File: src/rtl/rmq_pkg.sv
// shared types and constants for the rotation matrix to quaternion unit
package rmq_pkg;

  localparam int FRAC_BITS   = 14;
  localparam int ELEM_W      = 16;
  localparam int RAD_W       = ELEM_W + 2;
  localparam int NUM_W       = ELEM_W + 1;
  localparam int ROOT_W      = (RAD_W - 1 + FRAC_BITS + 1) / 2;
  localparam int SQV_W       = 2 * ROOT_W;
  localparam int SQRT_STAGES = ROOT_W + 1;
  localparam int QUO_W       = ELEM_W;
  localparam int DVD_W       = NUM_W + FRAC_BITS + 1;
  localparam int DVS_W       = ROOT_W + 1;
  localparam int REM_W       = DVS_W + QUO_W;
  localparam int DIV_STAGES  = QUO_W + 1;
  localparam int QDEPTH      = 4;
  localparam int QPTR_W      = 2;

  typedef enum logic [1:0] {
    PATH_TRACE,
    PATH_X,
    PATH_Y,
    PATH_Z
  } path_t;

  typedef logic signed [ELEM_W-1:0] elem_t;
  typedef logic signed [NUM_W-1:0]  num_t;

  typedef struct packed {
    path_t            path;
    logic             bad;
    logic [RAD_W-2:0] rad;
    num_t             n0;
    num_t             n1;
    num_t             n2;
  } job_t;

  typedef struct packed {
    path_t             path;
    logic              bad;
    logic [ROOT_W-1:0] half;
  } tag_t;

  typedef struct packed {
    logic empty;
    logic full;
  } qstat_t;

endpackage

File: src/rtl/rmq_queue.sv
// short fifo between the front end and the arithmetic back end
module rmq_queue (
  input  logic            clk,
  input  logic            rst,
  input  logic            push,
  input  rmq_pkg::job_t   wdata,
  input  logic            pop,
  output rmq_pkg::job_t   rdata,
  output rmq_pkg::qstat_t qstat
);

  rmq_pkg::job_t               mem [rmq_pkg::QDEPTH];
  logic [rmq_pkg::QPTR_W-1:0]  wr_ptr, rd_ptr;
  logic [rmq_pkg::QPTR_W:0]    count;

  assign qstat.empty = (count == '0);
  assign qstat.full  = (count == (rmq_pkg::QPTR_W+1)'(rmq_pkg::QDEPTH));
  assign rdata       = mem[rd_ptr];

  always_ff @(posedge clk) begin
    if (rst) begin
      wr_ptr <= '0;
      rd_ptr <= '0;
      count  <= '0;
    end else begin
      if (push) begin
        wr_ptr <= wr_ptr + 1'b1;
      end
      if (pop) begin
        rd_ptr <= rd_ptr + 1'b1;
      end
      case ({push, pop})
        2'b10:   count <= count + 1'b1;
        2'b01:   count <= count - 1'b1;
        default: count <= count;
      endcase
    end
  end

  always_ff @(posedge clk) begin
    if (push) begin
      mem[wr_ptr] <= wdata;
    end
  end

endmodule

File: config.mk
export PLATFORM = sky130hd
export DESIGN_NAME = rmq_queue
export DESIGN_NICKNAME = d
export VERILOG_FILES = /design/src/rtl/rmq_pkg.sv /design/src/rtl/rmq_queue.sv
export SDC_FILE = /design/constraint.sdc
export NUM_CORES = 1
export LEC_CHECK = 0
export ABC_AREA = 1
export BUFFER_PORTS_ARGS = -buffer_cell sky130_fd_sc_hd__buf_4
export CORE_MARGIN = 1
export CORE_UTILIZATION = 26
export CTS_BUF_LIST = sky130_fd_sc_hd__clkbuf_16
export DETAILED_ROUTE_END_ITERATION = 10
export GPL_TIMING_DRIVEN = 0
export PLACE_DENSITY = 0.39
export REMOVE_ABC_BUFFERS = 1
export SYNTH_ARGS = -nofsm -noshare
export SYNTH_HDL_FRONTEND = slang
export SYNTH_SLANG_ARGS = --single-unit
File: constraint.sdc
create_clock -name clk -period 5 [get_ports clk]
set_input_delay 0.25 -clock clk [delete_from_list [all_inputs] [get_ports clk]]
set_output_delay 0.25 -clock clk [all_outputs]
set_load 0.05 [all_outputs]
After elaboration in Yosys (flattened, before gate mapping)

Memories as Yosys holds them, arrays and structs flattened. A register that Yosys moved wholly into a read port is not among the register bits.
Cells that the tools add are included.

Flip-flop bits (word level): 7
Latch bits: 0
RAM bits: 284
Bits in read-only memories: 0
Output and inout port bits: 73
Logic and storage cells: 18
Memories kept: 1

Add/subtract/negate cells: 4
$mul: 0
Div/mod/pow operators: 0
Order comparisons: 0
Equality and inequality tests: 3
Shift-type cells: 0
Multiplexer cells: 5
Bitwise logic cells: 0
Reductions and logical operators: 2

Memory list:

| memory | words | bits a word | read ports | clocked after memory_dff | write ports | RTL line        | text |
|---|---|---|---|---|---|---|---|
| mem    | 4     | 71          | 1          | 1                        | 1           | rmq_queue.sv:12 | `rmq_pkg::job_t mem [rmq_pkg::QDEPTH];` |

Operators by type and width:

| kind                                                                   | number |
|---|---|
| 3-bit case mux with 2 select lines                                     | 1 |
| 2-bit by 1-bit adder with 2-bit output (second input constant)         | 2 |
| 2-bit 2-to-1 mux                                                       | 2 |
| 3-bit by 1-bit adder with 3-bit output (second input constant)         | 1 |
| 3-bit equality test (second input constant)                            | 1 |
| 3-bit zero test                                                        | 1 |
| 3-bit by 1-bit subtractor with 3-bit output (second input constant)    | 1 |
| 2-bit by 1-bit equality test with 1-bit output (second input constant) | 1 |
| 2-bit equality test (second input constant)                            | 1 |
| 1-bit 2-to-1 mux                                                       | 2 |
| 2-bit nonzero test                                                     | 1 |

Longest topological paths before layout

Gate-level depths: netlist (run 1).

Word-level depth: 3
Gate-level depth with buffers: 10
Mapped depth without buffers: 10

Worst setup path before layout (run 1)

No wires, ideal clock.

Path kind: register -> register
Start: register wr_ptr[0] (netlist bit)
End: memory mem[2][0] (netlist bit) (enable)
Library setup time: 0.425 ns
Arrival time: 1.966 ns
Setup slack: 2.609 ns
Cell stages (with the launch flop): 5
Path buffers: 0
Period minus slack after synthesis: 2.391 ns
Path through: dfxtp_1 > inv_1 > ha_1 > nand2_1 > inv_1

RTL lines:

| element                | RTL line        | text |
|---|---|---|
| from (decl)            | rmq_queue.sv:13 | `logic [rmq_pkg::QPTR_W-1:0] wr_ptr, rd_ptr;` |
| from (signal assigned) | rmq_queue.sv:27 | `wr_ptr <= wr_ptr + 1'b1;` |
| to (decl)              | rmq_queue.sv:12 |  |

Straight into the memory's write port.

==> impl_metrics.yaml, run 1 <==
clock_network:
  clock-sinks: 293
  clkTransAtPathRegs_ns: 0.05
  cts_root_buf: "clkbuf_16"
  cts-hold-fix-buffers: 71
  cts.repair.resized: 0
  post-cts-setup-buffers: 0
  cts-htree-levels: 2
  cts_tree: "built"
  clock_latency_ns: 0.53
  clockBufferDepth: 3
  cts_inserted_buffers: 37
pwr:
  ir_drop_mv: 0.2371
  p_leak_nw: 5.055
  power_density_nw_per_um2: 415.7
worst_setup_path:
  r2r_start: "wr_ptr[0]"
  r2r_end: "mem[0][41]"
  end_kind: "output port"
  crit_fanout: 142
  crit_type: "flip-flop to output port"
  reg2reg_setup_slack_ns: 3.17
  worstSetupStartpointType: "flip-flop"
  crit_required_ns: 4.75
  reg2reg_depth: 5
  crit_arrival_ns: 3.02
global_routing:
  antenna_found_initial: 1
  grt_pass1_vias: 6810
  grt_pass1_wl_um: 40680
  grt-ovfl-total: 0
  grt_max_degree: 143
  globalRouteTotalUtil: 0.1250
floorplanning:
  coreArea_um2: 41200
  std_cell_rows: 74
  die_area_um2: 43030
  die_y_um: 207.4
  io_pins: 148
  start_util: 0.2664
  die_x_um: 207.4
cells_and_area:
  postLayoutCoreUtil: 0.3498
  areaGrowthSynthToFinish_pct: 31.32
  final_nets: 1044
  nFillCells: 4022
  drive_gt1_frac: 0.2073
synth:
  ys_seq_area_frac: 0.7935
  yosys_most_used_dff: "edfxtp_1"
  yosys.cell_types.count: 22
  yosysTopAreaCell: "edfxtp_1"
  synth_top_area_frac: 0.7771
  ys_warn_count: 0
  post-synth-top-count-cell: "edfxtp_1"
  synthArstFlopShare: 0
  postSynthAreaPerCell_um2: 14.73
  syn_inst: 745
  synth.area.top_cells: "edfxtp_1 (78%), o21ai_0 (6.1%), nor2_1 (5.0%)"
  synth_area_um2: 10970
  synth-edff-count: 284
  synth_common_cells: "edfxtp_1 (284), nor2_1 (145), o21ai_0 (133)"
  ys_ff_latch: 293
timing:
  post-route-period-util: 0.6538
  report.final.slew_viol_count: 0
  clock.fmax_ghz: 0.3059
  hold_slack_ns: 0.03743
  finalCriticalPeriod_ns: 3.269
  slew-limit-headroom: 0.2684
  skew_ns: 0.01097
  setup_violations: 0
  rsz0062_at_grt: "no"
  worstMarginPinSlew_ns: 1.097
  hold_viol_final: 0
place:
  io_buffers: 147
  place_congestion: 0.6609
  dp_hpwl_um: 13660
routing:
  drt_first_pass_iters: 4
  viasPerCell: 4.390
  num_vias: 6682
  first_iter_violations: 251
  drc: 0
  wire_per_inst_um: 17.61
  final_antenna_net_count: 0
  wirelength_um: 26800
worst_hold_path:
  holdPathStages: 3
  min_from: "pop"
  min_path_type: "primary input to flip-flop"
run_status:
  outcome: "finished clean"
run:
  drv_cap: 0
where the power goes:
| group | total, mW | internal, mW | switching (mW) |
|---|---|---|---|
| clock | 2.30 | 1.34 | 0.960 |
| combinational | 0.849 | 0.263 | 0.586 |
| sequential | 2.85 | 2.81 | 0.0393 |
worst max path at each step:
stage	from	endpoint	cells past startpoint
2_1_floorplan	flip-flop	rdata[0]	3
3_3_place_gp	flip-flop	rdata[55]	4
3_5_place_dp	flip-flop	rdata[12]	5
4_1_cts	flip-flop	rdata[12]	5
5_1_grt	flip-flop	rdata[29]	5
6_report	flip-flop	rdata[12]	5
flip-flops by register name (all words and copies together), names as in the netlist, named ones only:
signal	flops
count	3
wr_ptr	2
mem	284
rd_ptr	2
worst max-delay path, cell delays in order, from the launching register on:
cell and delay, ns:
dfxtp_4 0.58, buf_16 0.32, inv_6 0.82, o21ai_0 0.20
o22ai_1 0.25, buf_4 0.25
routing by layer:
layer  global-route usage  part of all wire  vias to the layer above
met2               0.1984              0.46                      123
met4              0.04632             0.022                        0
met5                    0                 0                        -
met3              0.03056             0.050                       41
li1                     -                 -                     3248
met1               0.1651              0.47                     3270
stage by stage:
step	setup slack, ns	power (mW)	instance area, um2	cells	TNS (ns)
2_1_floorplan	0.8900	3.381	10670	699	0
3_3_place_gp	-2.564	3.721	12440	1378	-177.64
3_5_place_dp	2.158	3.719	12650	1385	0
4_1_cts	1.563	6.103	14410	1521	0
5_1_grt	1.425	6.243	14410	1522	0
6_report	1.731	5.991	14410	1522	0
cell type report:
type / count / area (um2) / area share
inverter: 18 / 85.08 / 0.005904
clock buffer: 37 / 925.9 / 0.06425
antenna: 1 / 2.502 / 0.0001736
sequential: 293 / 8716 / 0.6048
timing repair buffer: 225 / 1999 / 0.1387
multi-input combinational: 388 / 1892 / 0.1313
clock inverter: 28 / 125.1 / 0.008682
tap: 532 / 665.6 / 0.04619
logic make-up (layout without fill, tap and decap cells):
family / after synthesis / after routing / share of synthesized area
flip-flops: 293 / 293 / 0.7935
AO/OA/AOI/OAI: 224 / 224 / 0.1102
AND/OR/NAND/NOR: 158 / 158 / 0.05461
buffers and inverters: 64 / 308 / 0.03409
adder cells (fa/ha/maj): 6 / 6 / 0.007525
other: 0 / 1 / 0
layout by cell type, fill, tap and decap left out, types with 2 or more instances in the layout:
| master | instances |
|---|---|
| edfxtp_1 | 284 |
| nor3_1 | 2 |
| o22ai_1 | 71 |
| clkinv_2 | 3 |
| o21ai_0 | 133 |
| dfxtp_1 | 7 |
| dfxtp_4 | 2 |
| buf_16 | 6 |
| clkinv_1 | 10 |
| a21oi_1 | 5 |
| ha_1 | 5 |
| dlygate4sd3_1 | 71 |
| nand2_1 | 9 |
| inv_1 | 24 |
| nor2_1 | 145 |
| inv_4 | 5 |
| o21ai_1 | 15 |
| clkbuf_16 | 37 |
| buf_4 | 147 |
Note: power is estimated with default switching activity, not from simulation.
==> inputs of run 2 (changes only) <==
--- a/config.mk
+++ b/config.mk
@@ -12,7 +12,7 @@
 export CTS_BUF_LIST = sky130_fd_sc_hd__clkbuf_16
 export DETAILED_ROUTE_END_ITERATION = 10
 export GPL_TIMING_DRIVEN = 0
-export PLACE_DENSITY = 0.39
+export PLACE_DENSITY = 0.41
 export REMOVE_ABC_BUFFERS = 1
 export SYNTH_ARGS = -nofsm -noshare
 export SYNTH_HDL_FRONTEND = slang
==> constraint.sdc (replaced) <==
create_clock -name clk -period 3 [get_ports clk]
set_input_delay 0.15 -clock clk [delete_from_list [all_inputs] [get_ports clk]]
set_output_delay 0.15 -clock clk [all_outputs]
set_load 0.05 [all_outputs]
==> run 2 against run 1 <==
Net effect:
- sequential share of layout area down 0.58 points
- non-clock buffer count grew 5
- first-iteration DRC count rose by 16%
- final cell count shrank 0.13%
- sequential power grew 66%
- core utilization increased by 0.34 points
- critical path depth stayed put
- via count down 0.18%
- critical endpoint is now rdata[56]
- highest routed layer is now met5
==> impl_metrics.yaml, run 2 (synthesis results as in run 1) <==
routing:
  final_antenna_net_count: 0
  wirelength_um: 26570
  drt_first_pass_iters: 4
  wire_per_inst_um: 17.48
  num_vias: 6670
  first_iter_violations: 291
  viasPerCell: 4.388
  drc: 0
floorplanning:
  std_cell_rows: 74
  coreArea_um2: 41200
  die_y_um: 207.4
  die_area_um2: 43030
  io_pins: 148
  start_util: 0.2664
  die_x_um: 207.4
clock_network:
  cts_inserted_buffers: 34
  clockBufferDepth: 3
  clock_latency_ns: 0.53
  post-cts-setup-buffers: 0
  cts_root_buf: "clkbuf_16"
  clkTransAtPathRegs_ns: 0.06
  clock-sinks: 293
  cts-htree-levels: 2
  cts_tree: "built"
cells_and_area:
  final_common_cell: "edfxtp_1"
  largest_register_ffs: 284
  areaGrowthSynthToFinish_pct: 32.58
  layout.cells.most_common_list: "edfxtp_1 (284), buf_4 (147), nor2_1 (145)"
  final_area_um2: 14550
  reg_top3: "mem (284), count (3)"
  drive_gt1_frac: 0.2095
  fin_cells: 1520
  largest-register: "mem"
  postLayoutCoreUtil: 0.3531
  diodes: 0
  final_nets: 1046
run:
  drv_cap: 0
worst_setup_path:
  critPathCapture: "rdata[56]"
  r2r_start: "wr_ptr[0]"
  crit_type: "flip-flop to output port"
  crit_fanout: 142
  reg2reg_depth: 5
  r2r_end: "mem[0][56]"
  end_kind: "output port"
  reg2reg_setup_slack_ns: 1.23
  worstSetupStartpointType: "flip-flop"
  crit_arrival_ns: 2.59
  crit_required_ns: 2.85
timing:
  clock.fmax_ghz: 0.3649
  slew-limit-headroom: 0.4266
  hold_viol_final: 0
  rsz0062_at_grt: "no"
  setup_violations: 0
  finalCriticalPeriod_ns: 2.741
  report.final.slew_viol_count: 0
  worstMarginPinSlew_ns: 0.8600
  post-route-period-util: 0.9136
  skew_ns: 0.01253
place:
  place_area_um2: 12670
  place_congestion: 0.6734
  dp_hpwl_um: 13630
  io_buffers: 147
  dp.cells: 1386
pwr:
  power_density_nw_per_um2: 706.9
  p_leak_nw: 5.107
  ir_drop_mv: 0.4203
global_routing:
  grt_pass1_wl_um: 40140
  antenna_found_initial: 1
  grt_max_degree: 143
  globalRouteTotalUtil: 0.1232
  grt_pass1_vias: 6738
  grt-ovfl-total: 0
worst_hold_path:
  min_path_type: "primary input to flip-flop"
run_status:
  outcome: "finished clean"
[run 2: critical path: stages, from the launching register on]
cell and delay (ns):
dfxtp_4 0.48, buf_16 0.27, inv_8 0.62, o21ai_0 0.18, o22ai_1 0.20, buf_4 0.24
[run 2: worst min path at each step]
stage	start	endpoint	slack (ns)	cells after the start
2_1_floorplan	wdata[0]	mem[0][0]	0.25	0
3_3_place_gp	wdata[16]	mem[3][16]	0.35	1
3_5_place_dp	wdata[40]	mem[3][40]	0.35	1
4_1_cts	wdata[49]	mem[1][49]	0.33	2
5_1_grt	wdata[16]	mem[3][16]	0.35	2
6_report	wdata[22]	mem[3][22]	0.37	2
[run 2: through the flow]
stage / TNS (ns) / total power, mW / setup slack [ns] / hold slack (ns)
final: 0 / 10.29 / 0.2592 / 0.3664
after global routing: 0 / 10.68 / 0.01735 / 0.3527
after detailed placement: 0 / 6.198 / 0.5021 / 0.3537
after global placement: -587.56 / 6.196 / -4.530 / 0.3541
after floorplan: -71.12 / 5.635 / -1.010 / 0.2489
after CTS: 0 / 10.46 / 0.1503 / 0.3257
[run 2: area by class of cell]
class	instances	area, um2
Timing Repair Buffer	230	2067
Sequential cell	293	8716
Multi-Input combinational cell	388	1892
Clock buffer	37	925.9
Tap cell	532	665.6
Fill cell	3961	26650
Inverter	18	87.58
Clock inverter	22	196.4
[run 2: repair_timing]
action,in CTS,in global routing
resized for setup,2,0
endpoints found under the setup margin,20,0
hold buffers,75,0
hold endpoints to repair,293,0
[run 2: metal layers]
| layer | track usage | vias up | wire length [um] |
|---|---|---|---|
| met3 | 0.03071 | 36 | 1293 |
| met5 | 0 | - | 13 |
| met4 | 0.04632 | 2 | 531 |
| met1 | 0.1620 | 3268 | 12460 |
| met2 | 0.1956 | 121 | 12260 |
| li1 | - | 3243 | - |
[run 2: where the power goes]
part	total (mW)	internal (mW)	switching, mW
sequential	4.73	4.68	0.0560
combinational	1.44	0.447	0.988
clock	4.12	2.55	1.57
==> inputs of run 3 (changes only) <==
--- a/config.mk
+++ b/config.mk
@@ -8,11 +8,11 @@
 export ABC_AREA = 1
 export BUFFER_PORTS_ARGS = -buffer_cell sky130_fd_sc_hd__buf_4
 export CORE_MARGIN = 1
-export CORE_UTILIZATION = 26
+export CORE_UTILIZATION = 45
 export CTS_BUF_LIST = sky130_fd_sc_hd__clkbuf_16
 export DETAILED_ROUTE_END_ITERATION = 10
 export GPL_TIMING_DRIVEN = 0
-export PLACE_DENSITY = 0.41
+export PLACE_DENSITY = 0.64
 export REMOVE_ABC_BUFFERS = 1
 export SYNTH_ARGS = -nofsm -noshare
 export SYNTH_HDL_FRONTEND = slang
==> run 3 against run 2 <==
Net effect:
- clock power fell by 10%
- global-route usage grew 5.6 points
- final cell count fell by 14%
- worst hold slack got worse by 0.023 ns
- register-to-register slack better by 0.05 ns
- wire length fell by 15%
- via count shrank 0.36%
- critical path depth is the same
- sequential share of layout area grew 1.9 points
- die area shrank 42%
- non-clock buffer count decreased by 3
- critical endpoint is now rdata[21]
==> impl_metrics.yaml, run 3 (synthesis results as in run 1) <==
clock_network:
  clockBufferDepth: 3
  clock_latency_ns: 0.54
  post-cts-setup-buffers: 0
  cts_root_buf: "clkbuf_16"
  cts-htree-levels: 1
  cts_inserted_buffers: 30
  clock-sinks: 293
  clkTransAtPathRegs_ns: 0.06
  cts_tree: "built"
place:
  dp.cells: 1170
  place_area_um2: 12330
  place_congestion: 0.6928
  dp_hpwl_um: 11210
  io_buffers: 147
floorplanning:
  die_y_um: 158.2
  die_x_um: 158.2
  coreArea_um2: 23680
  die_area_um2: 25020
  io_pins: 148
  start_util: 0.4634
  std_cell_rows: 56
timing:
  hold_viol_final: 0
  post-route-period-util: 0.9171
  finalCriticalPeriod_ns: 2.751
  rsz0062_at_grt: "no"
  worstMarginPinSlew_ns: 0.8531
  slew-limit-headroom: 0.4313
  clock.fmax_ghz: 0.3635
  report.final.slew_viol_count: 0
  setup_violations: 0
  skew_ns: 0.01124
worst_setup_path:
  worstPathCellList: "buf_16 -> inv_12 -> o21ai_0 -> o22ai_1 -> buf_4"
  cp_slowest_cell: "dfxtp_4"
  crit_required_ns: 2.85
  worstSetupStartpointType: "flip-flop"
  crit_arrival_ns: 2.60
  crit_type: "flip-flop to output port"
  crit_fanout: 142
  critPathMaxStageDelay_ns: 0.73
  end_kind: "output port"
pwr:
  power.share.clock: 0.376
  p_int_mw: 7.315
  switchingPower_mw: 2.502
  p_leak_nw: 5.006
  power_frac_seq: 0.483
  ir_drop_mv: 0.4729
  switching_share: 0.2549
  power_density_nw_per_um2: 696.6
  comb_power_share: 0.140
routing:
  wirelength_um: 22680
  drc: 0
  num_vias: 6646
  first_iter_violations: 391
  drt_first_pass_iters: 5
  final_antenna_net_count: 0
  wire_per_inst_um: 17.40
  viasPerCell: 5.101
cells_and_area:
  final_common_cell: "edfxtp_1"
  areaGrowthSynthToFinish_pct: 28.41
  drive_gt1_frac: 0.2108
  fin_cells: 1303
  largest-register: "mem"
  final_area_um2: 14090
  final_nets: 1039
  layout.cells.most_common_list: "edfxtp_1 (284), buf_4 (147), nor2_1 (145)"
  reg_top3: "mem (284), count (3)"
  largest_register_ffs: 284
global_routing:
  grt-ovfl-total: 0
  globalRouteTotalUtil: 0.1793
  grt_pass1_vias: 6523
  antenna_found_initial: 2
  grt_pass1_wl_um: 34200
  grt_max_degree: 143
run_status:
  outcome: "finished clean"
worst_hold_path:
  min_path_type: "primary input to flip-flop"
run:
  drv_cap: 0
## run 3: area by class of cell
type / count / area [um2]
Tap cell: 319 / 399.1
Clock inverter: 25 / 220.2
Clock buffer: 31 / 775.7
Fill cell: 1864 / 9590
Antenna cell: 2 / 5.005
Timing Repair Buffer: 227 / 1992
Sequential cell: 293 / 8716
Inverter: 18 / 92.59
Multi-Input combinational cell: 388 / 1892
## run 3: timing repair
item	CTS	global route
hold endpoints to repair	293	0
pin swaps	0	0
endpoints found under the setup margin	71	9
resized for setup	2	2
hold buffers	75	0
## run 3: critical path: cells and delay by family (launching register included)
| kind | cells | cell delay [ns] |
|---|---|---|
| AOI/OAI and AO/OA | 2 | 0.37 |
| buffers and inverters | 3 | 0.85 |
| DFF | 1 | 0.73 |
## run 3: metrics by stage
stage	power (mW)	setup TNS [ns]	worst slack, ns	utilization	hold slack (ns)
floorplan	5.635	-71.12	-1.010	-	0.2489
global placement	6.129	-414.28	-3.504	0.5141	0.3509
detailed placement	6.138	0	0.3533	0.5207	0.3519
CTS	9.920	0	0.09582	0.5946	0.3169
global route	10.15	0	0.04070	0.5950	0.3381
finish	9.817	0	0.2486	0.5950	0.3434
## run 3: worst paths after layout
path / startpoint / to / cells after the start / slack, ns
worst max-delay path: flip-flop / rdata[21] / 5 / 0.25
worst min-delay path: wdata[11] / mem[0][11] / 2 / 0.34
worst max register to register: wr_ptr[0] / mem[0][4] / 5 / 1.28
worst min register to register: rd_ptr[1] / flip-flop / 1 / 0.44
## run 3: metal layers
metal  vias to the layer above  wire length, um  track usage
met5                         -                0            0
met4                         0              386      0.04579
met3                        33             1527      0.04161
met2                       175            10700       0.2982
met1                      3208            10060       0.2371
li1                       3230                -            -
## run 3: power by group through the flow
stage	Sequential (mW)	Combinational [mW]	Clock [mW]
after floorplan	4.83	0.802	0
final	4.75	1.38	3.69
after global routing	4.76	1.47	3.92
after global placement	4.88	1.25	0
after detailed placement	4.83	1.30	0
after CTS	4.75	1.39	3.79
