--- config.mk ---
export PLATFORM = sky130hd
export DESIGN_NAME = rmq_front
export DESIGN_NICKNAME = d
export VERILOG_FILES = /design/src/rtl/rmq_pkg.sv /design/src/rtl/rmq_front.sv
export SDC_FILE = /design/constraint.sdc
export NUM_CORES = 1
export LEC_CHECK = 0
export ABC_AREA = 1
export BUFFER_PORTS_ARGS = -buffer_cell sky130_fd_sc_hd__buf_2
export CAP_MARGIN = 25
export CORE_ASPECT_RATIO = 1.4
export CORE_MARGIN = 2
export CORE_UTILIZATION = 62
export DETAILED_ROUTE_END_ITERATION = 7
export PLACE_DENSITY = 0.87
export SLEW_MARGIN = 10
export SYNTH_ARGS = -nofsm -noshare
export SYNTH_HDL_FRONTEND = slang
export SYNTH_SLANG_ARGS = --single-unit
--- constraint.sdc ---
create_clock -name vclk -period 9.2
set_input_delay 0 -clock vclk [all_inputs]
set_output_delay 0 -clock vclk [all_outputs]
set_load 0.05 [all_outputs]
--- src/rtl/rmq_pkg.sv ---
// shared types and constants for the rotation matrix to quaternion unit
package rmq_pkg;

  localparam int FRAC_BITS   = 14;
  localparam int ELEM_W      = 16;
  localparam int RAD_W       = ELEM_W + 2;
  localparam int NUM_W       = ELEM_W + 1;
  localparam int ROOT_W      = (RAD_W - 1 + FRAC_BITS + 1) / 2;
  localparam int SQV_W       = 2 * ROOT_W;
  localparam int SQRT_STAGES = ROOT_W + 1;
  localparam int QUO_W       = ELEM_W;
  localparam int DVD_W       = NUM_W + FRAC_BITS + 1;
  localparam int DVS_W       = ROOT_W + 1;
  localparam int REM_W       = DVS_W + QUO_W;
  localparam int DIV_STAGES  = QUO_W + 1;
  localparam int QDEPTH      = 4;
  localparam int QPTR_W      = 2;

  typedef enum logic [1:0] {
    PATH_TRACE,
    PATH_X,
    PATH_Y,
    PATH_Z
  } path_t;

  typedef logic signed [ELEM_W-1:0] elem_t;
  typedef logic signed [NUM_W-1:0]  num_t;

  typedef struct packed {
    path_t            path;
    logic             bad;
    logic [RAD_W-2:0] rad;
    num_t             n0;
    num_t             n1;
    num_t             n2;
  } job_t;

  typedef struct packed {
    path_t             path;
    logic              bad;
    logic [ROOT_W-1:0] half;
  } tag_t;

  typedef struct packed {
    logic empty;
    logic full;
  } qstat_t;

endpackage

--- src/rtl/rmq_front.sv ---
// front end: accepts matrices and picks the branch, radicand and numerators
module rmq_front (
  input  logic                       s_tvalid,
  output logic                       s_tready,
  input  logic [9*rmq_pkg::ELEM_W-1:0] s_tdata,
  input  rmq_pkg::qstat_t            qstat,
  output logic                       push,
  output rmq_pkg::job_t              job
);

  rmq_pkg::elem_t                   e [9];
  logic signed [rmq_pkg::RAD_W-1:0] d0, d1, d2, one, tr, rad;

  assign s_tready = !qstat.full;
  assign push     = s_tvalid && !qstat.full;

  always_comb begin
    for (int k = 0; k < 9; k++) begin
      e[k] = s_tdata[k*rmq_pkg::ELEM_W +: rmq_pkg::ELEM_W];
    end
    d0  = rmq_pkg::RAD_W'(e[0]);
    d1  = rmq_pkg::RAD_W'(e[4]);
    d2  = rmq_pkg::RAD_W'(e[8]);
    one = rmq_pkg::RAD_W'(1) << rmq_pkg::FRAC_BITS;
    tr  = d0 + d1 + d2;
    job = '0;
    if (tr > 0) begin
      job.path = rmq_pkg::PATH_TRACE;
      rad      = tr + one;
      job.n0   = rmq_pkg::NUM_W'(e[5]) - rmq_pkg::NUM_W'(e[7]);
      job.n1   = rmq_pkg::NUM_W'(e[6]) - rmq_pkg::NUM_W'(e[2]);
      job.n2   = rmq_pkg::NUM_W'(e[1]) - rmq_pkg::NUM_W'(e[3]);
    end else if (e[0] > e[4] && e[0] > e[8]) begin
      job.path = rmq_pkg::PATH_X;
      rad      = one + d0 - d1 - d2;
      job.n0   = rmq_pkg::NUM_W'(e[1]) + rmq_pkg::NUM_W'(e[3]);
      job.n1   = rmq_pkg::NUM_W'(e[2]) + rmq_pkg::NUM_W'(e[6]);
      job.n2   = rmq_pkg::NUM_W'(e[5]) - rmq_pkg::NUM_W'(e[7]);
    end else if (e[4] > e[8]) begin
      job.path = rmq_pkg::PATH_Y;
      rad      = one + d1 - d0 - d2;
      job.n0   = rmq_pkg::NUM_W'(e[1]) + rmq_pkg::NUM_W'(e[3]);
      job.n1   = rmq_pkg::NUM_W'(e[5]) + rmq_pkg::NUM_W'(e[7]);
      job.n2   = rmq_pkg::NUM_W'(e[6]) - rmq_pkg::NUM_W'(e[2]);
    end else begin
      job.path = rmq_pkg::PATH_Z;
      rad      = one + d2 - d0 - d1;
      job.n0   = rmq_pkg::NUM_W'(e[2]) + rmq_pkg::NUM_W'(e[6]);
      job.n1   = rmq_pkg::NUM_W'(e[5]) + rmq_pkg::NUM_W'(e[7]);
      job.n2   = rmq_pkg::NUM_W'(e[1]) - rmq_pkg::NUM_W'(e[3]);
    end
    job.bad = (rad <= 0);
    job.rad = rad[rmq_pkg::RAD_W-2:0];
  end

endmodule

Word level (Yosys, flattened, before mapping). Cells that the tools add are included.

$add $sub $neg: 18. Multiply operators: 0. Div/mod/pow operators: 0. $lt $le $gt $ge: 5. Equality and inequality tests: 0. Shift operators: 0. Muxes and demuxes: 9. Bitwise logic cells: 0. Reductions and logical operators: 3.

Operators with widths (number): 2-to-1 mux 51 bit (3); adder 16 x 16 -> 17 bit (4); 2-to-1 mux 18 bit (3); subtractor 17 x 16 -> 18 bit (3); subtractor 18 x 16 -> 18 bit (3); adder 16 x 16 -> 17 bit (first input constant) (3); subtractor 16 x 16 -> 17 bit (3); greater-than comparator 16 bit (3); adder 17 x 16 -> 18 bit (1); adder 18 x 16 -> 18 bit (second input constant) (1); greater-than comparator 18 x 1 -> 1 bit (second input constant) (1); less-or-equal comparator 18 x 1 -> 1 bit (second input constant) (1); 2-to-1 mux 2 bit (2); logical AND 1 bit (2); logical NOT 1 bit (1); 2-to-1 mux 1 bit (1).

Bits in registers: 0. Bits in latches: 0. RAM bits: 0. Bits in read-only memories: 0. Input bits: 147. Output and inout bits: 73. Logic and storage cells: 35. Memories kept: 0.

Depth between registers and ports, before layout. Gate-level depths: netlist of run 1.

Depth after elaboration: 7. Depth in mapped cells: 32. Gate-level depth less buffers: 31.

Worst setup path after synthesis of run 1. Ideal clock, no wire load.

Kind: input to output. Start: input s_tdata[1] (netlist bit). End: output job[17] (netlist bit). Arrival: 4.433 ns. Setup slack: 4.767 ns. Stages: 25. Path through: fa_1 ha_1 fa_1 nand3_1 nand2_1 nand4_1 nand3_2 nand3_1 nand2_1 xor2_1 inv_1 ha_1 nand3_1 nor2_1 nand3_1 nor2_1 nand2_1 nor2_1 nand2_1 nor2_4 nand3_4 nand2_4 inv_4 nor2_2 mux2i_1.

RTL lines: start, declared (RTL line rmq_front.sv:5) `input logic [9*rmq_pkg::ELEM_W-1:0] s_tdata,`; end, declared (RTL line rmq_front.sv:8) `output rmq_pkg::job_t job`.

==> implementation parameters, run 1 <==
Parameter                              Value

STA
  Rel. slew slack    50.60%
  Final hold slack    0.3172 ns
  Slew of the pin with the lowest slew margin    0.7410 ns
  Minimum setup slack in the final design    3.258 ns
  Setup repair after global routing missed its margin    no
  Minimum clock period    5.942 ns
  Highest Clock Rate    168.3 MHz
  Count of final hold-check violations    0
  Fin Setup TNS    0 ns
  Final count of pins violating max slew    0
  Number of setup violations in the final report    0
  Final period utilization    64.59%

Placed design
  DP HPWL    37510 um
  Buffers added on ports    219
  Setup slack at placement    3.399 ns
  Final weighted congestion in routability-driven placement    1.032

Final layout
  Final-layout clock buffer total    0
  Most frequent standard cell in the layout excluding fill and tap cells    nand2_1
  Sequential cell area    0 um^2
  Number of sequential cells    0
  Synth-to-layout area growth    8.975%
  Proportion of layout cells with a drive suffix above 1    12.23%
  Area taken by multi-input logic gates    11630 um^2
  Leading cell types in the layout, fill and taps excluded    nand2_1 (421), inv_1 (325), ha_1 (291), buf_2 (219), a21oi_1 (164)
  Count of filler cells inserted in the layout    1921
  Nets    2684

Pwr
  Leakage component of the power    8.343 nW
  VDD IR-drop max    0.1799 mV
  Power after layout    2.323 mW
  Cell Pwr Density    162.0 nW/um^2

Detailed routing
  Drt first-iter violations    862
  Wire per inst    17.91 um
  DRC violation count after routing    0
  Drt first pass iters    7
  Residual antenna-violating net count after detailed routing    0
  Final WL    43500 um
  Count of vias placed by the detailed router    13730
  Detailed-route vias per instance    5.653

Floorplan
  Initial Utilization    62.53%
  Top-level port count    220
  Std-Cell Core Area    21050 um^2
  Die Area    22420 um^2
  Chip Height    176.4 um
  Die span in x    127.1 um
  Site row count    63

Global routing
  GRT Overall Usage    37.88%
  Most Used Layer, Global Route    met2
  Initial antenna violation count    2
  Global Route met1 Usage    39.26%
  Global-route wire length before repair    68080 um
  Met3 Track Usage GR    3.273%
  Remaining global-route overflow    0
  Via count of the first global-routing pass    13710
  Met2 Usage GRT    72.16%
  Pin count of the biggest net entering global routing    61

Logic synthesis
  Area share of and/or/nand/nor cells after synthesis    24.86%
  Post-synthesis cell type count    57
  Share of the synthesized area in the top cell type    27.67%
  Multiplexer fraction of the synthesized cell area    0.07606%
  Xor and xnor fraction of the mapped netlist area    7.720%
  Proportion of synthesized chip area in sequential cells    0%
  Number of warnings reported in the yosys synthesis log    0
  Net count of the mapped netlist    2511
  Post-synthesis compound-gate area fraction    16.17%
  Top cells by area in the synthesized netlist    ha_1 (28%), nand2_1 (12%), fa_1 (12%)
  Largest family of logic cells by synthesized area    adder cells
  Adder-cell area share of the yosys netlist    39.53%
  Cell taking the most area after synthesis    ha_1
  Post-synthesis instance total    1995
  Mapped Area    13160 um^2
  Mean area per synthesized cell    6.597 um^2

Worst setup path
  Startpoint of the most critical setup path    s_tdata[4]
  Instance count on the critical path    29
  Crit path DAT    5.94 ns
  Worst path buffer plus inverter count    6
  Sort of element at the end of the critical path    primary output
  Critical path's largest stage delay    0.62 ns
  Most used cell along the critical path    nand2_1
  Crit path kind    in -> out
  CP required    9.20 ns
  Launching element type of the critical path    input port
  Worst setup endpoint    job[33]
  Critical path peak fanout    60
  Standard cell with the maximum stage delay on the critical path    nand2_4
  CP delay by family, top    simple AND/OR/NAND/NOR gates

Clock tree
  Hold-fix buffer count after cts    0
  Quantity of gates resized following cts    0
  Post-CTS Setup Repair Bufs    0

Flow run
  Total of max-cap violations    0

Worst hold path
  Hold crit path type    in -> out
  Start point of the worst hold path    qstat[0]

Status
  Status    finished, final reports clean
-- final cells by class --
type                            count  area share, %
Inverter                          338          8.864
Timing Repair Buffer              221          7.747
Tap cell                          260          2.268
Multi-Input combinational cell   1607          81.09
Antenna cell                        2        0.03490
-- worst min-delay path by stage --
stage	to	slack [ns]	depth (start not counted)
6_report	s_tready	0.32	3
3_3_place_gp	s_tready	0.31	3
3_5_place_dp	s_tready	0.32	3
5_1_grt	s_tready	0.34	3
4_1_cts	s_tready	0.32	3
2_1_floorplan	push	0.18	1
-- power breakdown --
part           switching (mW)  internal (mW)
clock                       0   0.0000000291
sequential                  0              0
combinational            1.66          0.661
-- kinds of logic (layout without fill, tap and decap cells) --
family	after synthesis	in the layout
adders and majority gates	369	369
xor gates and xnor gates	116	116
buffers and inverters	388	559
and+or+nand+nor	758	758
AOI/OAI and AO/OA	363	363
muxes	1	1
other	0	2
-- synth_stat cells (9+ instances only) --
master	instances
a21boi_0	11
a21o_1	9
a21oi_1	164
buf_2	22
clkbuf_1	21
fa_1	78
ha_1	291
inv_1	325
inv_2	12
nand2_1	421
nand3_1	101
nand3b_1	17
nand4_1	16
nor2_1	142
nor3_1	26
o211ai_1	14
o21ai_0	76
o21ai_1	14
o21bai_1	16
o221ai_1	9
o31ai_1	15
xnor2_1	18
xor2_1	98
-- tightest hold or removal path: cells and delay by family --
kind | cells | cell delay, ns
buffers and inverters | 3 | 0.32
-- layer usage --
metal,wire length [um],vias to the layer above
met2,22020,534
met1,15660,6285
li1,-,6757
met5,0,-
met3,2348,150
met4,3472,0
-- per-stage QoR --
stage / instance area, um^2 / cells / utilization (%)
after global routing: 14340 / 2426 / 68.12
final: 14340 / 2428 / 68.14
after detailed placement: 14340 / 2426 / 68.12
after CTS: 14340 / 2426 / 68.12
after global placement: 14340 / 2426 / 68.12
after floorplan: 13160 / 1995 / -
Note: power is estimated with default switching activity, not from simulation.
==> inputs of run 2 (changes only) <==
--- a/config.mk
+++ b/config.mk
@@ -5,14 +5,14 @@
 export SDC_FILE = /design/constraint.sdc
 export NUM_CORES = 1
 export LEC_CHECK = 0
-export ABC_AREA = 1
+export ABC_AREA = 0
 export BUFFER_PORTS_ARGS = -buffer_cell sky130_fd_sc_hd__buf_2
 export CAP_MARGIN = 25
 export CORE_ASPECT_RATIO = 1.4
 export CORE_MARGIN = 2
-export CORE_UTILIZATION = 62
+export CORE_UTILIZATION = 55
 export DETAILED_ROUTE_END_ITERATION = 7
-export PLACE_DENSITY = 0.87
+export PLACE_DENSITY = 0.81
 export SLEW_MARGIN = 10
 export SYNTH_ARGS = -nofsm -noshare
 export SYNTH_HDL_FRONTEND = slang
==> constraint.sdc (replaced) <==
create_clock -name vclk -period 5.3
set_input_delay 0 -clock vclk [all_inputs]
set_output_delay 0 -clock vclk [all_outputs]
set_load 0.05 [all_outputs]
==> run 2 against run 1 <==
Compared with the run above: synthesized cell count down 10%; critical path depth down 9; first-iteration DRC count down 14%; die area up 12%; critical endpoint is now job[19]; largest cell class unchanged; highest routed layer is now met5.
==> implementation parameters, run 2 <==
Parameter                              Value

Worst setup path
  Standard cell with the maximum stage delay on the critical path    a211oi_1 (was nand2_4)
  CP delay by family, top    compound AO/OA/AOI/OAI gates (was simple AND/OR/NAND/NOR gates)
  Launching element type of the critical path    input port (unchanged)
  CP required    5.30 ns (was 9.20 ns)
  Most used cell along the critical path    inv_1 (was nand2_1)
  Worst path cell trace    buf_2, inv_1, fa_1, inv_1, ha_1, inv_1, a211o_1, a211oi_1, o31a_1, o21ai_0, nand2b_1, xor2_1, inv_1, ha_1, a31o_2, nand2_1, buf_4, o221ai_1, a22oi_1, buf_2
  Critical path peak fanout    20 (was 60)
  Crit path kind    in -> out (unchanged)
  Critical path's largest stage delay    0.57 ns (was 0.62 ns)
  Worst path buffer plus inverter count    7 (was 6)
  Sort of element at the end of the critical path    primary output (unchanged)
  Startpoint of the most critical setup path    s_tdata[4] (unchanged)
  Crit path DAT    4.76 ns (was 5.94 ns)

Logic synthesis
  Cell taking the most area after synthesis    ha_1 (unchanged)
  Xor and xnor fraction of the mapped netlist area    8.198% (was 7.720%)
  Mean area per synthesized cell    7.353 um^2 (was 6.597 um^2)
  Adder-cell area share of the yosys netlist    39.59% (was 39.53%)
  Top cells by area in the synthesized netlist    ha_1 (28%), fa_1 (12%), inv_1 (6.4%) (was ha_1 (28%), nand2_1 (12%), fa_1 (12%))
  Mapped Area    13140 um^2 (was 13160 um^2)
  Top cells by count, synth    ha_1 (291), inv_1 (224), nor2_1 (151) (was nand2_1 (421), inv_1 (325), ha_1 (291))
  Post-synthesis compound-gate area fraction    23.58% (was 16.17%)
  Proportion of synthesized chip area in sequential cells    0% (unchanged)
  Share of the synthesized area in the top cell type    27.71% (was 27.67%)
  Most common cell in the synthesized netlist    ha_1 (was nand2_1)
  Post-synthesis instance total    1787 (was 1995)
  Post-synthesis cell type count    79 (was 57)
  Net count of the mapped netlist    2303 (was 2511)
  Area share of and/or/nand/nor cells after synthesis    19.28% (was 24.86%)
  Largest family of logic cells by synthesized area    adder cells (unchanged)
  Number of warnings reported in the yosys synthesis log    0 (unchanged)
  Multiplexer fraction of the synthesized cell area    1.152% (was 0.07606%)

STA
  Highest Clock Rate    210.1 MHz
  Setup repair after global routing missed its margin    no (unchanged)
  Count of final hold-check violations    0 (unchanged)
  Fin Setup TNS    0 ns (unchanged)
  Final hold slack    0.3150 ns (was 0.3172 ns)
  Final period utilization    89.79%
  Rel. slew slack    43.36% (was 50.60%)
  Number of setup violations in the final report    0 (unchanged)
  Final count of pins violating max slew    0 (unchanged)
  Minimum clock period    4.759 ns
  Slew of the pin with the lowest slew margin    0.8486 ns (was 0.7410 ns)
  Minimum setup slack in the final design    0.5412 ns (was 3.258 ns)

Final layout
  Proportion of layout cells with a drive suffix above 1    13.35% (was 12.23%)
  Nets    2481 (was 2684)
  Synth-to-layout area growth    10.45% (was 8.975%)
  Final-layout clock buffer total    0 (unchanged)
  Sequential cell area    0 um^2 (unchanged)
  Area taken by multi-input logic gates    12070 um^2 (was 11630 um^2)
  Most frequent standard cell in the layout excluding fill and tap cells    ha_1 (was nand2_1)
  Count of filler cells inserted in the layout    2197 (was 1921)
  Leading cell types in the layout, fill and taps excluded    ha_1 (291), inv_1 (224), buf_2 (219), nor2_1 (149), a21oi_1 (133) (was nand2_1 (421), inv_1 (325), ha_1 (291), buf_2 (219), a21oi_1 (164))
  Number of sequential cells    0 (unchanged)

Global routing
  Via count of the first global-routing pass    13300 (was 13710)
  Pin count of the biggest net entering global routing    34 (was 61)
  Global-route wire length before repair    62820 um (was 68080 um)
  Initial antenna violation count    4 (was 2)
  GRT Overall Usage    30.12% (was 37.88%)
  Remaining global-route overflow    0 (unchanged)

Floorplan
  Die span in x    134.6 um (was 127.1 um)
  Die Area    25160 um^2 (was 22420 um^2)
  Std-Cell Core Area    23370 um^2 (was 21050 um^2)
  Chip Height    186.9 um (was 176.4 um)
  Top-level port count    220 (unchanged)
  Site row count    66 (was 63)
  Initial Utilization    56.23% (was 62.53%)

Worst hold path
  Hold crit path type    in -> out (unchanged)
  Start point of the worst hold path    qstat[0] (unchanged)

Detailed routing
  DRC violation count after routing    0 (unchanged)
  Wire per inst    17.24 um (was 17.91 um)
  Final WL    39130 um (was 43500 um)
  Count of vias placed by the detailed router    13400 (was 13730)
  Drt first pass iters    5 (was 7)
  Residual antenna-violating net count after detailed routing    0 (unchanged)
  Drt first-iter violations    739 (was 862)
  Detailed-route vias per instance    5.903 (was 5.653)

Status
  Status    finished, final reports clean (unchanged)

Pwr
  VDD IR-drop max    0.3182 mV (was 0.1799 mV)
  Leakage component of the power    7.283 nW (was 8.343 nW)
  Cell Pwr Density    272.2 nW/um^2 (was 162.0 nW/um^2)

Placed design
  Buffers added on ports    219 (unchanged)
  Final weighted congestion in routability-driven placement    0.9845 (was 1.032)
  DP HPWL    33850 um (was 37510 um)
  Setup slack at placement    0.6706 ns (was 3.399 ns)

Clock tree
  Hold-fix buffer count after cts    0 (unchanged)
  Post-CTS Setup Repair Bufs    0 (unchanged)
  Quantity of gates resized following cts    0 (unchanged)

Flow run
  Total of max-cap violations    0 (unchanged)
==> run 2: cell types whose count changed in the layout (fill, tap and decap cells not counted), sizes merged, moves of 15 or more <==
cell | previous run | this run
nand2 | 429 | 133
inv | 338 | 224
xnor2 | 18 | 89
xor2 | 98 | 31
nand3 | 106 | 47
a21oi | 164 | 133
nor3 | 27 | 58
nor2b | 0 | 29
nand2b | 0 | 18
a211oi | 3 | 18
a31oi | 6 | 21
and3 | 0 | 15
==> run 2: area by class of cell <==
cell class | count | area share, %
Tap cell | 306 | 2.638
Inverter | 224 | 5.794
Multi-Input combinational cell | 1504 | 83.17
Antenna cell | 1 | 0.01724
Timing Repair Buffer | 235 | 8.380
==> run 2: per-layer routing <==
| metal | up-vias | global-route usage, % | part of all wire (%) |
|---|---|---|---|
| li1 | 6546 | - | - |
| met1 | 6256 | 33.79 | 38 |
| met2 | 462 | 57.61 | 52 |
| met3 | 132 | 1.653 | 4.1 |
| met4 | 4 | 12.91 | 5.3 |
| met5 | - | 0 | 0.069 |
==> run 2: final timing paths <==
path       end  slack [ns]  cells past startpoint
min   s_tready        0.31                      3
max    job[19]        0.54                     20
==> run 2: power by group <==
group          internal [mW]  leakage, nW  switching, mW
Clock           0.0000000252   0.00000634              0
Sequential                 0            0              0
Combinational           1.29         7.28           2.66
Total                   1.29         7.28           2.66
==> run 2: metrics by stage <==
stage          power, mW  instance area, um^2  utilization, %  cells
2_1_floorplan      2.953                13140               -   1787
3_3_place_gp       3.844                14510           62.09   2269
3_5_place_dp       3.893                14510           62.09   2269
4_1_cts            3.914                14510           62.09   2269
5_1_grt            4.265                14510           62.10   2270
6_report           3.951                14510           62.10   2270
==> run 2: cell families (layout without fill, tap and decap cells) <==
logic type	after synthesis	after routing
and+or+nand+nor	530	530
AOI/OAI and AO/OA	470	470
adders and majority gates	369	369
buffers and inverters	283	459
xor gates and xnor gates	120	120
muxes	15	15
other	0	1
==> inputs of run 3 (changes only) <==
--- a/config.mk
+++ b/config.mk
@@ -6,13 +6,13 @@
 export NUM_CORES = 1
 export LEC_CHECK = 0
 export ABC_AREA = 0
-export BUFFER_PORTS_ARGS = -buffer_cell sky130_fd_sc_hd__buf_2
+export BUFFER_PORTS_ARGS = -buffer_cell sky130_fd_sc_hd__buf_4
 export CAP_MARGIN = 25
 export CORE_ASPECT_RATIO = 1.4
 export CORE_MARGIN = 2
-export CORE_UTILIZATION = 55
+export CORE_UTILIZATION = 50
 export DETAILED_ROUTE_END_ITERATION = 7
-export PLACE_DENSITY = 0.81
+export PLACE_DENSITY = 0.75
 export SLEW_MARGIN = 10
 export SYNTH_ARGS = -nofsm -noshare
 export SYNTH_HDL_FRONTEND = slang
==> run 3 against run 2 <==
Compared with the run above: fmax rose by 1.3%; non-clock buffer count shrank 2; clock-buffer cell count stayed put; total power grew 4.8%; hold slack got worse by 0.029 ns; global-route usage fell by 2.0 points; critical path depth is the same; sequential cell count stayed put; via count decreased by 1.2%; die area increased by 9.7%; sequential share of layout area is the same; routed wire length increased by 3.5%.
==> implementation parameters, run 3 (same netlist as run 2, synthesis figures left out) <==
Parameter                              Value

Status
  Status    finished, final reports clean (unchanged)

Floorplan
  Top-level port count    220 (unchanged)
  Site row count    70 (was 66)
  Std-Cell Core Area    26010 um^2 (was 23370 um^2)
  Die Area    27610 um^2 (was 25160 um^2)
  Initial Utilization    50.51% (was 56.23%)
  Die span in x    141.0 um (was 134.6 um)
  Chip Height    195.8 um (was 186.9 um)

Worst setup path
  Crit path kind    in -> out (unchanged)
  CP required    5.30 ns (about the same)
  Critical path peak fanout    27 (was 20)
  Launching element type of the critical path    input port (unchanged)
  Crit path DAT    4.70 ns (was 4.76 ns)
  Critical path's largest stage delay    0.61 ns (was 0.57 ns)
  CP delay by family, top    compound AO/OA/AOI/OAI gates (unchanged)
  Most used cell along the critical path    inv_1 (unchanged)
  Standard cell with the maximum stage delay on the critical path    a31o_2 (was a211oi_1)
  Worst path buffer plus inverter count    7 (unchanged)
  Worst path cell trace    buf_4, inv_1, fa_1, inv_1, ha_1, inv_1, a211o_1, a211oi_1, o31a_1, o21ai_0, nand2b_1, xor2_1, inv_1, ha_1, a31o_2, buf_4, nand3_1, a21oi_1, a221o_1, buf_4 (was buf_2, inv_1, fa_1, inv_1, ha_1, inv_1, a211o_1, a211oi_1, o31a_1, o21ai_0, nand2b_1, xor2_1, inv_1, ha_1, a31o_2, nand2_1, buf_4, o221ai_1, a22oi_1, buf_2)
  Sort of element at the end of the critical path    primary output (unchanged)

Final layout
  Proportion of layout cells with a drive suffix above 1    13.26% (was 13.35%)
  Nets    2479 (was 2481)
  Most frequent standard cell in the layout excluding fill and tap cells    ha_1 (unchanged)
  Sequential cell area    0 um^2 (unchanged)
  Number of sequential cells    0 (unchanged)
  Final-layout clock buffer total    0 (unchanged)
  Leading cell types in the layout, fill and taps excluded    ha_1 (291), buf_4 (232), inv_1 (224), nor2_1 (149), a21oi_1 (133) (was ha_1 (291), inv_1 (224), buf_2 (219), nor2_1 (149), a21oi_1 (133))
  Final cell count without fillers    2287 (was 2270)
  Synth-to-layout area growth    14.75% (was 10.45%)

Placed design
  Placed cells    2285 (was 2269)
  Buffers added on ports    219 (unchanged)
  DP HPWL    34860 um (was 33850 um)
  Final weighted congestion in routability-driven placement    0.9428 (was 0.9845)

STA
  Rel. slew slack    34.03% (was 43.36%)
  Slew of the pin with the lowest slew margin    0.9858 ns (was 0.8486 ns)
  Minimum clock period    4.700 ns (was 4.759 ns)
  Final count of pins violating max slew    0 (unchanged)
  Highest Clock Rate    212.8 MHz (was 210.1 MHz)
  Fin Setup TNS    0 ns (unchanged)
  Final period utilization    88.68% (was 89.79%)
  Count of final hold-check violations    0 (unchanged)
  Setup repair after global routing missed its margin    no (unchanged)
  Number of setup violations in the final report    0 (unchanged)

Global routing
  Pin count of the biggest net entering global routing    47 (was 34)
  Initial antenna violation count    2 (was 4)
  Via count of the first global-routing pass    13240 (was 13300)
  Global-route wire length before repair    63720 um (was 62820 um)
  Remaining global-route overflow    0 (unchanged)
  GRT Overall Usage    28.16% (was 30.12%)

Detailed routing
  Drt first-iter violations    702 (was 739)
  Residual antenna-violating net count after detailed routing    0 (unchanged)
  Final WL    40490 um (was 39130 um)
  DRC violation count after routing    0 (unchanged)
  Drt first pass iters    5 (unchanged)
  Count of vias placed by the detailed router    13240 (was 13400)
  Detailed-route vias per instance    5.787 (was 5.903)
  Wire per inst    17.71 um (was 17.24 um)

Pwr
  Leakage component of the power    7.461 nW (was 7.283 nW)
  VDD IR-drop max    0.3463 mV (was 0.3182 mV)
  Cell Pwr Density    274.7 nW/um^2 (was 272.2 nW/um^2)

Flow run
  Total of max-cap violations    0 (unchanged)

Clock tree
  Hold-fix buffer count after cts    0 (unchanged)
  Quantity of gates resized following cts    0 (unchanged)
  Post-CTS Setup Repair Bufs    0 (unchanged)

Worst hold path
  Hold crit path type    in -> out (unchanged)
-- run 3: cell types whose count changed in the layout (fill, tap and decap cells not counted), sizes merged --
| cell | previous run | this run |
|---|---|---|
| buf | 235 | 233 |
| diode | 1 | 2 |
-- run 3: layout make-up --
class / instances / area (um^2)
diodes: 2 / 5.005
fillers: 2498 / 10930
inverters: 224 / 840.8
multi-input cells: 1504 / 12070
well taps: 324 / 405.4
repair buffers: 233 / 1757
-- run 3: layer usage --
| layer | GRT usage [%] | wire length, um | vias to the layer above |
|---|---|---|---|
| li1 | - | - | 6530 |
| met1 | 31.06 | 15640 | 6190 |
| met2 | 55.97 | 21560 | 407 |
| met3 | 1.367 | 1567 | 108 |
| met4 | 10.44 | 1730 | 0 |
| met5 | 0 | 0 | - |
-- run 3: stage by stage --
stage | hold slack, ns | utilization, % | cell area, um^2 | total power [mW] | setup WS [ns]
detailed placement | 0.2874 | 57.95 | 15070 | 4.089 | 0.7287
global placement | 0.2839 | 57.89 | 15060 | 4.047 | 0.7436
CTS | 0.2872 | 57.95 | 15070 | 4.111 | 0.7156
finish | 0.2862 | 57.97 | 15080 | 4.142 | 0.6000
global route | 0.2951 | 57.97 | 15080 | 4.455 | 0.3653
floorplan | 0.1723 | - | 13140 | 2.953 | 0.8997
-- run 3: tightest hold or removal path: cells and delay by family --
family                 cells  cell delay (ns)
buffers and inverters      3             0.28
-- run 3: path summary, 6_finish.rpt --
kind | start | to | cells past startpoint
setup / recovery | s_tdata[4] | job[9] | 20
hold / removal | qstat[0] | s_tready | 3
-- run 3: where the power goes --
part | switching [mW] | internal, mW | leakage [nW]
clock | 0 | 0.0000000506 | 0.0000127
combinational | 2.69 | 1.46 | 7.46
sequential | 0 | 0 | 0
